===== config.mk =====
export PLATFORM = sky130hd
export DESIGN_NAME = static_prefix_code_byte_packer
export DESIGN_NICKNAME = d
export VERILOG_FILES = /design/src/rtl/spcbp_pkg.sv /design/src/rtl/spcbp_lookup.sv /design/src/rtl/spcbp_packer.sv /design/src/rtl/static_prefix_code_byte_packer.sv
export VERILOG_INCLUDE_DIRS = /design/src /design/src/rtl
export SDC_FILE = /design/constraint.sdc
export NUM_CORES = 1
export LEC_CHECK = 0
export ABC_AREA = 1
export BUFFER_PORTS_ARGS = -buffer_cell sky130_fd_sc_hd__buf_2
export CAP_MARGIN = 25
export CORE_ASPECT_RATIO = 0.7
export CORE_MARGIN = 5
export CORE_UTILIZATION = 35
export CTS_CLUSTER_SIZE = 30
export DETAILED_ROUTE_END_ITERATION = 7
export PLACE_DENSITY_LB_ADDON = 0.3
export RECOVER_POWER = 25
export SLEW_MARGIN = 20
export SYNTH_ARGS = -nofsm -noshare
export SYNTH_HDL_FRONTEND = slang
export SYNTH_MEMORY_MAX_BITS = 65536
export SYNTH_SLANG_ARGS = --single-unit

===== constraint.sdc =====
create_clock -name clk -period 2.93 [get_ports clk]
set_clock_uncertainty 0.1 [all_clocks]
set_input_delay 0.1465 -clock clk [delete_from_list [all_inputs] [get_ports clk]]
set_output_delay 0.1465 -clock clk [all_outputs]
set_load 0.1 [all_outputs]

===== src/rtl/static_prefix_code_byte_packer_defines.svh =====
// Assertion macros used by the byte packer RTL.
`ifndef STATIC_PREFIX_CODE_BYTE_PACKER_DEFINES_SVH
`define STATIC_PREFIX_CODE_BYTE_PACKER_DEFINES_SVH

// Check that cons holds in the same cycle as ante, outside reset.
`define SPCBP_ASSERT_IMPL(label, ante, cons) \
  label: assert property (@(posedge clk) disable iff (rst) (ante) |-> (cons)) \
    else $error("spcbp check failed");

// Check that cons holds in the cycle after ante, outside reset.
`define SPCBP_ASSERT_NEXT(label, ante, cons) \
  label: assert property (@(posedge clk) disable iff (rst) (ante) |=> (cons)) \
    else $error("spcbp check failed");

`endif


===== src/rtl/spcbp_pkg.sv =====
// Types, codes and fixed code tables of the prefix code byte packer.
package spcbp_pkg;

  localparam logic CMD_ENCODE = 1'b0;
  localparam logic CMD_FLUSH  = 1'b1;

  localparam logic TBL_STREET = 1'b0;
  localparam logic TBL_PRON   = 1'b1;

  localparam logic [3:0] FULL_BYTE_BITS = 4'd8;

  typedef struct packed {
    logic       command;
    logic [7:0] char_code;
    logic       table_select;
  } item_t;

  typedef struct packed {
    logic [7:0] packed_byte;
    logic [3:0] valid_bits;
  } result_t;

  // Codeword lookup result: MSB aligned code and its length.
  typedef struct packed {
    logic       hit;
    logic [7:0] code;
    logic [3:0] len;
  } code_t;

  // One step handed from the input stage to the packer.
  typedef struct packed {
    logic  go;
    logic  command;
    code_t lookup;
  } step_t;

  function automatic code_t hit_code(input logic [7:0] code, input logic [3:0] len);
    code_t r;
    r.hit  = 1'b1;
    r.code = code;
    r.len  = len;
    return r;
  endfunction

  function automatic code_t street_code(input logic [7:0] ch);
    code_t r;
    r = '{hit: 1'b0, code: 8'h00, len: 4'd0};
    unique case (ch)
      8'h45: r = hit_code(8'hE0, 4'd3);
      8'h53: r = hit_code(8'hC0, 4'd3);
      8'h52: r = hit_code(8'hA0, 4'd3);
      8'h41: r = hit_code(8'h98, 4'd5);
      8'h0A: r = hit_code(8'h90, 4'd5);
      8'h54: r = hit_code(8'h88, 4'd5);
      8'h4E: r = hit_code(8'h80, 4'd5);
      8'h48: r = hit_code(8'h78, 4'd5);
      8'h4C: r = hit_code(8'h70, 4'd5);
      8'h47: r = hit_code(8'h34, 4'd6);
      8'h49: r = hit_code(8'h30, 4'd6);
      8'h20: r = hit_code(8'h2C, 4'd6);
      8'h4F: r = hit_code(8'h28, 4'd6);
      8'h4D: r = hit_code(8'h10, 4'd6);
      8'h44: r = hit_code(8'h6E, 4'd7);
      8'h42: r = hit_code(8'h6C, 4'd7);
      8'h57: r = hit_code(8'h6A, 4'd7);
      8'h55: r = hit_code(8'h68, 4'd7);
      8'h43: r = hit_code(8'h66, 4'd7);
      8'h4B: r = hit_code(8'h64, 4'd7);
      8'h2D: r = hit_code(8'h62, 4'd7);
      8'h46: r = hit_code(8'h60, 4'd7);
      8'h50: r = hit_code(8'h5E, 4'd7);
      8'h5A: r = hit_code(8'h5C, 4'd7);
      8'hDC: r = hit_code(8'h5A, 4'd7);
      8'hD6: r = hit_code(8'h58, 4'd7);
      8'hC4: r = hit_code(8'h56, 4'd7);
      8'h56: r = hit_code(8'h54, 4'd7);
      8'h4A: r = hit_code(8'h52, 4'd7);
      8'h59: r = hit_code(8'h50, 4'd7);
      8'h2E: r = hit_code(8'h4E, 4'd7);
      8'h58: r = hit_code(8'h4C, 4'd7);
      8'h51: r = hit_code(8'h4A, 4'd7);
      8'h31: r = hit_code(8'h48, 4'd7);
      8'h32: r = hit_code(8'h46, 4'd7);
      8'h27: r = hit_code(8'h44, 4'd7);
      8'h33: r = hit_code(8'h42, 4'd7);
      8'h34: r = hit_code(8'h40, 4'd7);
      8'h36: r = hit_code(8'h3E, 4'd7);
      8'h35: r = hit_code(8'h3C, 4'd7);
      8'h30: r = hit_code(8'h3A, 4'd7);
      8'h39: r = hit_code(8'h38, 4'd7);
      8'h37: r = hit_code(8'h06, 4'd7);
      8'h38: r = hit_code(8'h04, 4'd7);
      8'h28: r = hit_code(8'h1B, 4'd8);
      8'h29: r = hit_code(8'h1A, 4'd8);
      8'h2C: r = hit_code(8'h19, 4'd8);
      8'h2F: r = hit_code(8'h18, 4'd8);
      8'hC2: r = hit_code(8'h17, 4'd8);
      8'hC7: r = hit_code(8'h16, 4'd8);
      8'hD8: r = hit_code(8'h15, 4'd8);
      8'hCA: r = hit_code(8'h14, 4'd8);
      8'hCB: r = hit_code(8'h08, 4'd8);
      8'hC6: r = hit_code(8'h09, 4'd8);
      8'hD4: r = hit_code(8'h01, 4'd8);
      default: r = '{hit: 1'b0, code: 8'h00, len: 4'd0};
    endcase
    return r;
  endfunction

  // The pronunciation table has one empty slot (symbol zero, no bits); it
  // adds nothing to the accumulator, so it reads as a miss here.
  function automatic code_t pron_code(input logic [7:0] ch);
    code_t r;
    r = '{hit: 1'b0, code: 8'h00, len: 4'd0};
    unique case (ch)
      8'h2E: r = hit_code(8'hE0, 4'd3);
      8'h52: r = hit_code(8'hC0, 4'd3);
      8'h27: r = hit_code(8'hA0, 4'd3);
      8'h24: r = hit_code(8'h98, 4'd5);
      8'h3A: r = hit_code(8'h90, 4'd5);
      8'h61: r = hit_code(8'h88, 4'd5);
      8'h0A: r = hit_code(8'h80, 4'd5);
      8'h74: r = hit_code(8'h78, 4'd5);
      8'h5F: r = hit_code(8'h70, 4'd5);
      8'h6E: r = hit_code(8'h34, 4'd6);
      8'h73: r = hit_code(8'h30, 4'd6);
      8'h6B: r = hit_code(8'h2C, 4'd6);
      8'h6C: r = hit_code(8'h28, 4'd6);
      8'h53: r = hit_code(8'h24, 4'd6);
      8'h26: r = hit_code(8'h20, 4'd6);
      8'h32: r = hit_code(8'h10, 4'd6);
      8'h65: r = hit_code(8'h0C, 4'd6);
      8'h6D: r = hit_code(8'h08, 4'd6);
      8'h76: r = hit_code(8'h04, 4'd6);
      8'h62: r = hit_code(8'h5A, 4'd7);
      8'h45: r = hit_code(8'h58, 4'd7);
      8'h69: r = hit_code(8'h56, 4'd7);
      8'h49: r = hit_code(8'h54, 4'd7);
      8'h68: r = hit_code(8'h52, 4'd7);
      8'h66: r = hit_code(8'h50, 4'd7);
      8'h64: r = hit_code(8'h4E, 4'd7);
      8'h4F: r = hit_code(8'h4C, 4'd7);
      8'h67: r = hit_code(8'h4A, 4'd7);
      8'h6F: r = hit_code(8'h48, 4'd7);
      8'h70: r = hit_code(8'h46, 4'd7);
      8'h75: r = hit_code(8'h44, 4'd7);
      8'h55: r = hit_code(8'h42, 4'd7);
      8'h7A: r = hit_code(8'h40, 4'd7);
      8'h4B: r = hit_code(8'h3E, 4'd7);
      8'h79: r = hit_code(8'h3C, 4'd7);
      8'h43: r = hit_code(8'h3A, 4'd7);
      8'h2B: r = hit_code(8'h38, 4'd7);
      8'h3F: r = hit_code(8'h1B, 4'd8);
      8'h78: r = hit_code(8'h1A, 4'd8);
      8'h59: r = hit_code(8'h19, 4'd8);
      8'h6A: r = hit_code(8'h18, 4'd8);
      8'h25: r = hit_code(8'h17, 4'd8);
      8'h7E: r = hit_code(8'h16, 4'd8);
      8'h5A: r = hit_code(8'h15, 4'd8);
      8'h41: r = hit_code(8'h14, 4'd8);
      default: r = '{hit: 1'b0, code: 8'h00, len: 4'd0};
    endcase
    return r;
  endfunction

endpackage


===== src/rtl/spcbp_lookup.sv =====
// Codeword lookup in the selected fixed code table.
module spcbp_lookup (
  input  logic                [7:0] char_code,
  input  logic                      table_select,
  output spcbp_pkg::code_t          lookup
);

  // Pick the table and look the character up.
  always_comb begin
    unique case (table_select)
      spcbp_pkg::TBL_STREET: lookup = spcbp_pkg::street_code(char_code);
      spcbp_pkg::TBL_PRON:   lookup = spcbp_pkg::pron_code(char_code);
      default:               lookup = spcbp_pkg::street_code(char_code);
    endcase
  end

endmodule


===== src/rtl/spcbp_packer.sv =====
// Bit accumulator, byte packing and result register.
`include "static_prefix_code_byte_packer_defines.svh"

module spcbp_packer (
  input  logic               clk,
  input  logic               rst,
  input  spcbp_pkg::step_t   step,
  output logic               ready,
  output logic               result_valid,
  input  logic               result_stall,
  output spcbp_pkg::result_t result
);

  logic [7:0]  acc;
  logic [2:0]  pend;
  logic [7:0]  acc_next;
  logic [2:0]  pend_next;
  logic        emit;
  logic [7:0]  emit_byte;
  logic [3:0]  emit_bits;
  logic [3:0]  total;
  logic [15:0] shifted;
  logic [7:0]  acc_or;

  // Advance whenever the result register is empty or being drained.
  assign ready = !result_valid || !result_stall;

  // Split the codeword at the pending position: high byte joins, low byte spills.
  assign shifted = {step.lookup.code, 8'h00} >> pend;
  assign acc_or  = acc | shifted[15:8];
  assign total   = {1'b0, pend} + step.lookup.len;

  // Work out the next state and the beat to emit.
  always_comb begin
    acc_next  = acc;
    pend_next = pend;
    emit      = 1'b0;
    emit_byte = acc;
    emit_bits = {1'b0, pend};
    if (step.go) begin
      priority if (step.command == spcbp_pkg::CMD_FLUSH) begin
        emit      = (pend != 3'd0);
        acc_next  = 8'h00;
        pend_next = 3'd0;
      end else if (step.lookup.hit) begin
        pend_next = total[2:0];
        if (total[3]) begin
          emit      = 1'b1;
          emit_byte = acc_or;
          emit_bits = spcbp_pkg::FULL_BYTE_BITS;
          acc_next  = shifted[7:0];
        end else begin
          acc_next  = acc_or;
        end
      end
    end
  end

  // Hold the accumulator state.
  always_ff @(posedge clk) begin
    if (rst) begin
      acc  <= 8'h00;
      pend <= 3'd0;
    end else begin
      acc  <= acc_next;
      pend <= pend_next;
    end
  end

  // Load the result register when it can take a new beat.
  always_ff @(posedge clk) begin
    if (rst) begin
      result_valid <= 1'b0;
    end else if (ready) begin
      result_valid <= emit;
    end
  end

  always_ff @(posedge clk) begin
    if (ready && emit) begin
      result.packed_byte <= emit_byte;
      result.valid_bits  <= emit_bits;
    end
  end

  // Bits past the pending count stay zero.
  `SPCBP_ASSERT_IMPL(a_acc_tail_zero, 1'b1, (acc & (8'hFF >> pend)) == 8'h00)
  // A result beat carries one to eight bits.
  `SPCBP_ASSERT_IMPL(a_bits_range, result_valid,
                     result.valid_bits != 4'd0 && result.valid_bits <= 4'd8)
  // An encode that emits gives a full byte.
  `SPCBP_ASSERT_NEXT(a_encode_full, step.go && emit && step.command == spcbp_pkg::CMD_ENCODE,
                     result_valid && result.valid_bits == spcbp_pkg::FULL_BYTE_BITS)
  // A flush leaves the accumulator empty.
  `SPCBP_ASSERT_NEXT(a_flush_clears, step.go && step.command == spcbp_pkg::CMD_FLUSH,
                     pend == 3'd0 && acc == 8'h00)

endmodule


===== src/rtl/static_prefix_code_byte_packer.sv =====
// Top level of the static prefix code byte packer.
//
// Items come in on item/item_valid/item_stall; each carries a command
// (encode one character or flush), the character byte and a table choice.
// Packed bytes leave on result/result_valid/result_stall, MSB first, with
// valid_bits = 8 for a byte filled by encoding and 1..7 for a flush.
// A beat is taken at a clock edge with valid high and stall low.
//
// An item taken into the input register goes through the table lookup and
// shift-or packing there; the accumulator updates and any result loads
// into the result register at the edge on which the packer takes the item.
// One item per cycle while the result register is not stalled. Characters
// missing from the chosen table and flushes with nothing pending produce no
// beat.
//
// Reset (synchronous, rst high) empties the accumulator and both stages.
// When the receiver stalls, the result register holds its beat and the
// pipeline stops; item_stall rises once the input register is also full.
module static_prefix_code_byte_packer (
  input  logic               clk,
  input  logic               rst,
  input  logic               item_valid,
  output logic               item_stall,
  input  spcbp_pkg::item_t   item,
  output logic               result_valid,
  input  logic               result_stall,
  output spcbp_pkg::result_t result
);

  logic              s1_valid;
  spcbp_pkg::item_t  s1_item;
  logic              ready;
  spcbp_pkg::code_t  lookup;
  spcbp_pkg::step_t  step;

  // Stall only when the input register is full and cannot advance.
  assign item_stall = s1_valid && !ready;

  // Capture the incoming beat.
  always_ff @(posedge clk) begin
    if (rst) begin
      s1_valid <= 1'b0;
    end else if (!item_stall) begin
      s1_valid <= item_valid;
    end
  end

  always_ff @(posedge clk) begin
    if (item_valid && !item_stall) begin
      s1_item <= item;
    end
  end

  spcbp_lookup u_lookup (
    .char_code    (s1_item.char_code),
    .table_select (s1_item.table_select),
    .lookup       (lookup)
  );

  // Hand the registered item to the packer when it can advance.
  always_comb begin
    step.go      = s1_valid && ready;
    step.command = s1_item.command;
    step.lookup  = lookup;
  end

  spcbp_packer u_packer (
    .clk          (clk),
    .rst          (rst),
    .step         (step),
    .ready        (ready),
    .result_valid (result_valid),
    .result_stall (result_stall),
    .result       (result)
  );

endmodule


Word level (Yosys, flattened, before mapping)
Memory sizes are Yosys's and may differ from the RTL's. A register that Yosys moved wholly into a read port is not among the register bits.
Index checks and enable logic that the tools add are counted.
Widths: inputs -> output; s select.
{ "word_totals": {"reg_bits": 35, "rom_bits": 4992, "inputBits": 14, "out_inout_bits": 14, "elab_cells": 52, "memories": 2} }
{ "memory_table": {"columns": ["memory", "depth", "word_bits", "read_ports", "rd_ports_with_merged_regs", "write_ports", "line_no", "source"], "rows": [
  ["(name not given)", 256, 13, 1, 1, 0, "spcbp_pkg.sv:48", "unique case (ch)"],
  ["(name not given)", 128, 13, 1, 1, 0, "spcbp_pkg.sv:114", "unique case (ch)"]
]} }
{ "classes": {"n_addsub": 1, "shifts": 1, "muxes": 21, "bitwise_logic": 4, "reduce_logical": 13} }
{ "ops": {"columns": ["cell", "n"], "rows": [
  ["$mux 8", 8],
  ["$pmux 13 s2", 1],
  ["$shr 16x3->16", 1],
  ["$mux 3", 5],
  ["$mux 13", 1],
  ["$or 8x8->8", 1],
  ["$mux 7", 1],
  ["$add 3x4->4", 1],
  ["$logic_and 1x1->1", 4],
  ["$logic_not 1->1", 4],
  ["$mux 1", 4],
  ["$mux 4", 1],
  ["$not 1->1", 3],
  ["$reduce_bool 3->1", 1],
  ["$reduce_or 3->1", 1],
  ["$reduce_and 2->1", 1],
  ["$reduce_bool 2->1", 1],
  ["$logic_or 1x1->1", 1]
]} }

Logic depth before layout (Yosys ltp)
Gate-level depths: netlist (run 1).
{ "depth": {"ltp_word": 8, "ltp_mapped": 17, "depth_no_buf": 16} }

Modules after synthesis
Synthesis (run 1) repeated with hierarchy kept, for this count alone.
{ "unflattened": {"cells_unflattened": 702, "area_unflattened_um2": 4132.7} }
{ "modules_own_cells": {"columns": ["module", "instances", "cells_each", "area_each_um2", "seq_area_each_um2"], "rows": [
  ["spcbp_lookup", 1, 487, 2301.0, 0.0],
  ["spcbp_packer", 1, 196, 1475.2, 600.6],
  ["static_prefix_code_byte_packer", 1, 19, 356.6, 320.3]
]} }

Least setup slack after synthesis (run 1)
No wires, ideal clock.
{ "synth_path": {"path_kind": "register to register", "from": "reg u_packer.result_valid", "to": "reg (tool-made name)", "t_arrival_ps": 2739, "required_time_ps": 2713, "slack_ps": -26, "stages_incl_launch_ff": 15, "path_cell_list": "dfxtp_1 > nand3_2 > nand2_2 > buf_6 > buf_6 > nand2_1 > o21ai_1 > ha_1 > nand2_1 > nor2_1 > nand2_1 > nand2_1 > nand2_1 > nand3_1 > nand2_1"} }
{ "synth_lines": {"columns": ["element", "line_no", "source"], "rows": [
  ["from (decl)", "spcbp_packer.sv:9", "output logic result_valid,"],
  ["from (signal assigned)", "spcbp_packer.sv:75", "result_valid <= emit;"]
]} }

==> reports/summary.txt, run 1 <==
Final worst slack - 0.248 ns
CP max stage delay - 0.34 ns
Vias in the first global route - 4,733
CTS Buf Count - 9
CP Max Fanout - 8
Area share of the largest cell type after synthesis - 22.6%
Prevailing post-synth register cell - dfxtp_1
Vias post-DR - 5,267
Final Hold Viols - 0
# diodes - 0
Cell Rows - 35
CTS tree - built
Dpl ws - 0.278 ns
Portion of netlist area occupied by mux cells - 0%
Wire per inst - 17.6 um
Largest net degree at the start of global routing - 31
Initial core utilization - 35.5%
Final Critical Period - 2.68 ns
Setup Crit Path Kind - reg -> reg
Yosys reg bits - 61
DRT iter0 DRCs - 1,008
Mapped Nets - 758
GRT Resource Usage Total - 21.6%
Post-synth EDFFs - 22
Synth warn - 0
Cells after DPL - 920
DR vias/cell - 5.57
Pwr per Cell Area - 517 mW/mm2
Crit-path cells - nand3_1 > nand2_1 > inv_1 > nand2_1 > nand2_1 > ha_1 > nand2_1 > o21ai_0 > a21oi_1 > nand3_1 > nand2_1 > nand2_1
Routed WL - 16,600 um
Distinct cells, synth - 47
FF-to-FF setup slack - 0.25 ns
Top cells by area, synth - nand2_1, dfxtp_1, edfxtp_1
Simple-Gate Fraction of Synth Area - 42.6%
Post-Layout Cell Count - 946
Async SR Flop Fraction - 0%
First-pass GRT wire length - 26,500 um
Post-CTS Setup Inserts - 0
Leading area contributor after synthesis - nand2_1
Die Wd - 148 um
Die Height - 106 um
Routability cong. - 1.04
Clock transition at the registers of the reported paths - 0.06 ns
Mean area per synthesized cell - 6.35 um2
DRC Markers - 0
Tcrit/Tclk final - 91.6%
Core ar. - 0.0131 mm2
Slew @ Worst Pin - 1.16 ns
Fmax - 0.373 GHz
GRT overflow - 0
Net count, final - 801
WP data arrival - 2.80 ns
Seq/Total Area, Yosys - 31.0%
Port Buf Inserts - 27
Worst hold-check path type - in -> reg
Die area - 0.0157 mm2
Mapped Cells - 732
Synth Cell Area - 0.00465 mm2
Setup TNS Final - 0 ns
Skew-Pair Late Insertion Delay - 0.33 ns
Layout cells sized above 1 - 10.8%
Layout area overhead - 16.8%
Status - finished, final reports clean
Clk sinks - 61
TritonRoute pass-1 iters - 6
Clk buf depth - 2
VDD IR max - 231 uV
H-tree levels - 3
Count of final max-slew check failures - 0
Initial antenna violation count - 0
P_leak - 2.62 nW
Fillers - 1,364
Crit-path most repeated cell - nand2_1
CP Capture Type - flip-flop
XOR/XNOR Fraction of Synth Area - 0.538%
Setup crit start kind - flip-flop
CP max stage cell - dfxtp_1
Largest family of logic cells by synthesized area - simple AND/OR/NAND/NOR gates
Max-cap violations - 0
RSZ-0062 raised after global routing - no
Final ANT Viol Nets - 0
Compound-cell area share of the yosys netlist - 13.8%
Root Driver - clkbuf_16
Critical Path RT - 3.05 ns
Dpl hpwl - 12,900 um
Final setup fails - 0
Post-synthesis adder-cell area fraction - 3.39%
Rel. slew slack - 22.8%
Num ports - 28
## synthesized netlist by cell type, drive strengths merged (2+ instances only)
| master | count |
|---|---|
| edfxtp | 22 |
| a22o | 3 |
| nor2 | 55 |
| and2 | 4 |
| nand2 | 290 |
| dfxtp | 39 |
| o211ai | 8 |
| inv | 56 |
| clkbuf | 6 |
| nand4 | 8 |
| a21oi | 32 |
| ha | 11 |
| nand3 | 98 |
| nor3 | 5 |
| a31oi | 4 |
| o31ai | 2 |
| o21ai | 48 |
| o21a | 4 |
| buf | 24 |
## where the power goes
group,switching [mW],internal (mW),leakage (nW)
logic,0.454,0.183,1.94
registers,0.0264,0.926,0.521
clock network,0.385,0.830,0.163
## final cells by class
class | count | area, um2 | area share (%)
Clock buffer | 10 | 229 | 4.22
Clock inverter | 6 | 111 | 2.05
Inverter | 57 | 214 | 3.94
Multi-Input combinational cell | 584 | 2800 | 51.5
Sequential cell | 61 | 1440 | 26.5
Tap cell | 166 | 208 | 3.82
Timing Repair Buffer | 62 | 429 | 7.90
## critical path: cells and delay by family, from the launching register on
kind | cells | cell delay (ns)
buf+inv | 1 | 0.13
flops | 1 | 0.34
simple gates | 8 | 1.28
compound gates | 2 | 0.44
fa+ha+maj | 1 | 0.28
## logic make-up (layout without fill, tap and decap cells)
logic type,Yosys count,after routing
simple gates,463,463
compound gates,107,107
buf+inv,87,135
flops,61,61
fa+ha+maj,12,12
xor+xnor,2,2
## routing by layer
| layer | share of wire (%) | wire length, um | up-vias | track usage, % |
|---|---|---|---|---|
| met2 | 37 | 6150 | 386 | 27.9 |
| met1 | 47 | 7800 | 2356 | 32.9 |
| met5 | 0 | 0 | - | 0 |
| li1 | - | - | 2505 | - |
| met3 | 15 | 2560 | 20 | 9.03 |
| met4 | 0.78 | 129 | 0 | 4.19 |
## stage by stage
step	instance area, um2	power, mW	hold WS, ns	utilization (%)
floorplan	4650	1.38	0.116	-
CTS	5460	2.80	0.00711	41.7
global placement	5020	1.59	0.229	38.3
global route	5430	2.92	0.0283	41.5
detailed placement	5020	1.57	0.229	38.3
finish	5430	2.81	0.0105	41.5
## path summary, 6_finish.rpt
check / endpoint / from / cells after the start
hold reg to reg: u_packer.acc[5] / u_packer.acc[5] / 2
setup reg to reg: flip-flop / u_packer.result_valid / 12
hold / removal: u_packer.result_valid / result_stall / 3
setup / recovery: flip-flop / u_packer.result_valid / 12
## timing repair
item / in CTS / in global routing
endpoints found under the hold margin: 10 / 0
gates resized for setup: 0 / 1
endpoints found under the setup margin: 0 / 12
hold buffers: 10 / 0
## placed cells by master (no fill, tap or decap), drive strengths merged
cell         instances
a21boi               1
a21oi               32
a22o                 3
a31o                 1
a31oi                4
a41o                 1
and2                 4
and3                 1
buf                 39
bufinv               3
clkbuf              23
clkinv               3
clkinvlp             1
dfxtp               39
dlygate4sd3         10
edfxtp              22
fa                   1
ha                  11
inv                 56
nand2              290
nand3               98
nand3b               1
nand4                8
nor2                55
nor3                 5
o211ai               8
o21a                 4
o21ai               48
o21bai               1
o221ai               1
o31ai                2
o41ai                1
or2                  1
xnor2                1
xor2                 1
(Power assumes the default switching activity.)
==> run 2: changes to the inputs <==
--- a/config.mk
+++ b/config.mk
@@ -7,11 +7,12 @@
 export NUM_CORES = 1
 export LEC_CHECK = 0
 export ABC_AREA = 1
+export ABC_CLOCK_PERIOD_IN_PS = 2930
 export BUFFER_PORTS_ARGS = -buffer_cell sky130_fd_sc_hd__buf_2
 export CAP_MARGIN = 25
 export CORE_ASPECT_RATIO = 0.7
 export CORE_MARGIN = 5
-export CORE_UTILIZATION = 35
+export CORE_UTILIZATION = 60
 export CTS_CLUSTER_SIZE = 30
 export DETAILED_ROUTE_END_ITERATION = 7
 export PLACE_DENSITY_LB_ADDON = 0.3
==> run 2 against run 1 <==
Compared with the run above:
- power down 16%
- die area down 39%
- via count up 5.2%
- sequential share of layout area up 1.4 points
- count of clock-buffer cells in the layout down 1
- sequential cell count unchanged
- setup slack worse by 0.099 ns
- combinational power down 0.6%
- utilization up 28 points
- cell area down 4.9%
- largest power group is now sequential cells
==> reports/summary.txt, run 2 (synthesis gave the netlist of run 1 again) <==
Status - finished, final reports clean
DRC Markers - 0
DR vias/cell - 6.35
Die Height - 83.7 um
TritonRoute pass-1 iters - 8
P_sw - 0.852 mW
Final Hold Viols - 0
GRT overflow - 0
Register-to-Register Path Depth - 12
Comb power frac - 27.0%
Wire per inst - 19.4 um
Layout cells sized above 1 - 9.94%
FF-to-FF setup slack - 0.15 ns
H-tree levels - 3
Die area - 0.00964 mm2
DRT iter0 DRCs - 1,047
Clk sinks - 61
Initial antenna violation count - 0
Num ports - 28
Vias post-DR - 5,541
Vias in the first global route - 5,046
RSZ-0062 raised after global routing - no
Dpl hpwl - 12,700 um
Crit Reg-Reg Startpoint - s1_item[0]
Reg-to-reg critical path endpoint - u_packer.result[4]
CTS Buf Count - 9
Net count, final - 796
Clk buf depth - 2
WP data arrival - 2.78 ns
Slew @ Worst Pin - 1.18 ns
Cell Rows - 26
Hold path startpoint - rst
Fmax - 0.360 GHz
Register area - 0.00144 mm2
Pwr per Cell Area - 455 mW/mm2
Critical Path RT - 2.93 ns
Largest net degree at the start of global routing - 34
Core ar. - 0.00742 mm2
VDD IR max - 298 uV
Post-CTS Setup Inserts - 0
Crit path from - s1_item[0]
Internal power - 1.50 mW
Clk pwr share - 32.6%
Multi-input combinational cell area - 0.00281 mm2
Layout area overhead - 11.0%
Routability cong. - 1.10
First-pass GRT wire length - 26,600 um
Worst hold-check path type - in -> reg
Setup TNS Final - 0 ns
Die Wd - 115 um
Final core utilization - 69.6%
End of the worst hold path - s1_valid
CTS tree - built
Setup Crit Path Kind - reg -> reg
Switching Fraction - 36.3%
Root Driver - clkbuf_8
Count of final max-slew check failures - 0
CP Max Fanout - 15
CP Capture Type - flip-flop
Clock transition at the registers of the reported paths - 0.08 ns
Final ANT Viol Nets - 0
Routed WL - 17,000 um
Most frequent cells in the layout - nand2_1, nand3_1, inv_1
Setup crit start kind - flip-flop
# diodes - 0
P_leak - 2.52 nW
GRT Resource Usage Total - 35.6%
Skew-Pair Late Insertion Delay - 0.35 ns
Initial core utilization - 62.7%
Hold Path Stages - 2
Max-cap violations - 0
Final setup fails - 0
Final Critical Period - 2.78 ns
Commonest non-fill, non-tap cell in the layout - nand2_1
Tcrit/Tclk final - 94.9%
Fillers - 656
Rel. slew slack - 21.5%
Sequential group share of total power - 40.4%
Port Buf Inserts - 27
==> run 2: cell type report <==
| cell class | instances | area share [%] |
|---|---|---|
| Timing Repair Buffer | 57 | 7.30 |
| Multi-Input combinational cell | 584 | 54.4 |
| Sequential cell | 61 | 27.9 |
| Tap cell | 98 | 2.38 |
| Clock inverter | 7 | 1.43 |
| Clock buffer | 9 | 2.40 |
| Inverter | 57 | 4.14 |
==> run 2: worst max path at each step <==
stage | to
final | u_packer.result[4]
after global routing | u_packer.result[5]
after CTS | u_packer.result[4]
after detailed placement | u_packer.result[4]
after global placement | u_packer.result[9]
after floorplan | flip-flop
==> run 2: metal layers <==
layer	global-route usage, %	vias to the layer above	part of all wire [%]
li1	-	2490	-
met1	51.8	2469	40
met2	47.1	508	38
met3	15.9	72	19
met4	8.42	2	2.6
met5	4.44	-	0.20
==> run 2: worst max-delay path, cell delays in order (launching register included) <==
cell and delay (ns):
edfxtp_1 0.39, inv_2 0.07, buf_4 0.18, a22o_1 0.24, ha_1 0.35, a21oi_1 0.16
nand2_1 0.10, xnor2_2 0.22, buf_4 0.19, nor2_1 0.05, buf_4 0.19, o21ai_0 0.19
inv_1 0.08
==> run 2: stage by stage <==
stage / hold WS, ns / instances / total power, mW / area (um2) / setup slack (ns)
3_3_place_gp: 0.228 / 846 / 1.55 / 4870 / 0.442
6_report: 0.0766 / 873 / 2.35 / 5160 / 0.149
4_1_cts: 0.0579 / 873 / 2.31 / 5180 / 0.163
2_1_floorplan: 0.116 / 732 / 1.38 / 4650 / 0.347
5_1_grt: 0.0684 / 873 / 2.43 / 5160 / 0.00437
3_5_place_dp: 0.227 / 846 / 1.55 / 4870 / 0.229
==> run 2: power groups by stage <==
| stage | clock network (mW) | registers [mW] | logic [mW] |
|---|---|---|---|
| 2_1_floorplan | 0 | 0.977 | 0.405 |
| 3_3_place_gp | 0 | 0.965 | 0.582 |
| 3_5_place_dp | 0 | 0.965 | 0.584 |
| 4_1_cts | 0.763 | 0.947 | 0.600 |
| 5_1_grt | 0.803 | 0.952 | 0.678 |
| 6_report | 0.767 | 0.949 | 0.634 |
==> run 2: repair_timing <==
item | CTS | global route
resized for setup | 0 | 1
setup endpoints to repair | 0 | 1
hold buffers | 11 | 0
hold endpoints to repair | 11 | 0
==> run 3: changes to the inputs <==
--- a/config.mk
+++ b/config.mk
@@ -13,6 +13,7 @@
 export CORE_ASPECT_RATIO = 0.7
 export CORE_MARGIN = 5
 export CORE_UTILIZATION = 60
+export CTS_BUF_LIST = sky130_fd_sc_hd__clkbuf_4
 export CTS_CLUSTER_SIZE = 30
 export DETAILED_ROUTE_END_ITERATION = 7
 export PLACE_DENSITY_LB_ADDON = 0.3
==> run 3 against run 2 <==
Compared with the run above:
- sequential share of layout area up 0.17 points
- count of clock-buffer cells in the layout unchanged
- critical path type unchanged
- via count is 1.5% higher
- highest routed layer is now met4
- critical endpoint is now u_packer.result_valid
==> reports/summary.txt, run 3 (synthesis gave the netlist of run 1 again) <==
Status - finished, final reports clean
Worst hold-check path type - in -> reg
Count of final max-slew check failures - 0
DR vias/cell - 6.43
Die area - 0.00964 mm2
Grt peak-use layer - met1
CTS tree - built
GRT overflow - 0
Vias in the first global route - 5,045
CTS Buf Count - 9
CP Capture Type - flip-flop
Pwr per Cell Area - 429 mW/mm2
Slew @ Worst Pin - 1.18 ns
Vias post-DR - 5,622
Initial antenna violation count - 0
Post-DP Area - 0.00487 mm2
Port Buf Inserts - 27
Clk buf depth - 2
Routed WL - 17,100 um
Tcrit/Tclk final - 96.9%
# diodes - 0
Fillers - 656
VDD IR max - 336 uV
H-tree levels - 3
Wire per inst - 19.6 um
Final Critical Period - 2.84 ns
Setup Crit Path Kind - reg -> reg
Root Driver - clkbuf_4
Met2 Track Usage GR - 47.3%
Skew-Pair Late Insertion Delay - 0.43 ns
Layout area overhead - 10.3%
Dpl ws - 0.229 ns
Grt met3 use - 17.7%
Largest net degree at the start of global routing - 34
Final Hold Viols - 0
Setup crit start kind - flip-flop
Die Height - 83.7 um
Post-CTS Setup Inserts - 0
WP data arrival - 3.06 ns
Commonest non-fill, non-tap cell in the layout - nand2_1
Routability cong. - 1.10
Final worst slack - 0.0906 ns
Num ports - 28
Die Wd - 115 um
P_leak - 2.51 nW
Critical Path RT - 3.15 ns
Final setup fails - 0
Clock transition at the registers of the reported paths - 0.12 ns
Most frequent cells in the layout - nand2_1, nand3_1, inv_1
Final ANT Viol Nets - 0
Core ar. - 0.00742 mm2
CP Max Fanout - 12
Final core utilization - 69.2%
Max-cap violations - 0
Setup TNS Final - 0 ns
Clk sinks - 61
Met1 usage - 51.3%
GRT Resource Usage Total - 35.8%
Post-route cell area - 0.00513 mm2
Rel. slew slack - 21.4%
Layout cells sized above 1 - 10.3%
DRT iter0 DRCs - 1,096
Net count, final - 798
TritonRoute pass-1 iters - 8
DRC Markers - 0
Initial core utilization - 62.7%
Fmax - 0.352 GHz
First-pass GRT wire length - 26,700 um
RSZ-0062 raised after global routing - no
Cell Rows - 26
Dpl hpwl - 12,700 um
## run 3: cell types whose count changed in the layout (fill, tap and decap cells not counted)
cell / previous run / this run
clkbuf_4: 0 / 9
clkbuf_8: 9 / 0
buf_2: 8 / 12
clkbuf_1: 19 / 15
dlygate4sd3_1: 11 / 13
inv_1: 50 / 51
inv_2: 6 / 5
o21ai_0: 37 / 36
o21ai_1: 5 / 6
## run 3: per-stage QoR
| stage | std cells | hold slack (ns) | total power, mW |
|---|---|---|---|
| 2_1_floorplan | 732 | 0.116 | 1.38 |
| 3_3_place_gp | 846 | 0.228 | 1.55 |
| 3_5_place_dp | 846 | 0.227 | 1.55 |
| 4_1_cts | 875 | 0.309 | 2.16 |
| 5_1_grt | 875 | 0.338 | 2.29 |
| 6_report | 875 | 0.307 | 2.20 |
## run 3: power by group
group          total (mW)  switching (mW)  internal, mW
clock network       0.616           0.354         0.263
logic               0.639           0.461         0.178
registers           0.949          0.0244         0.924
total                2.20           0.838          1.36
## run 3: what timing repair did
item	4_1_cts	5_1_grt
endpoints found under the setup margin	0	1
hold buffers	13	0
resized for setup	0	2
hold endpoints to repair	21	0
## run 3: layout make-up
class / instances / area (um2) / area share, %
Clock buffer: 9 / 67.6 / 1.32
Clock inverter: 7 / 73.8 / 1.44
Inverter: 57 / 214 / 4.17
Multi-Input combinational cell: 584 / 2810 / 54.7
Sequential cell: 61 / 1440 / 28.1
Tap cell: 98 / 123 / 2.39
Timing Repair Buffer: 59 / 402 / 7.83
## run 3: worst paths after layout
check | from | to | slack, ns | cells past startpoint
setup / recovery | s1_item[0] | u_packer.result_valid | 0.09 | 11
hold / removal | item_valid | s1_valid | 0.31 | 4
setup reg to reg | s1_item[0] | u_packer.result_valid | 0.09 | 11
hold reg to reg | u_packer.acc[2] | u_packer.acc[2] | 0.40 | 2
## run 3: routing by layer
metal / routed length [um] / up-vias / share of wire [%]
li1: - / 2493 / -
met1: 6860 / 2530 / 40
met2: 6630 / 526 / 39
met3: 3220 / 73 / 19
met4: 439 / 0 / 2.6
met5: 0 / - / 0
## run 3: worst max-delay path: stages (launching register included)
cell and delay, ns:
edfxtp_1 0.41, inv_2 0.07, buf_4 0.18, a22o_1 0.24
ha_1 0.35, a21oi_1 0.16, nand2_1 0.10, xnor2_2 0.22
inv_2 0.10, o21ai_2 0.14, a21oi_1 0.08, dlygate4sd3_1 0.56
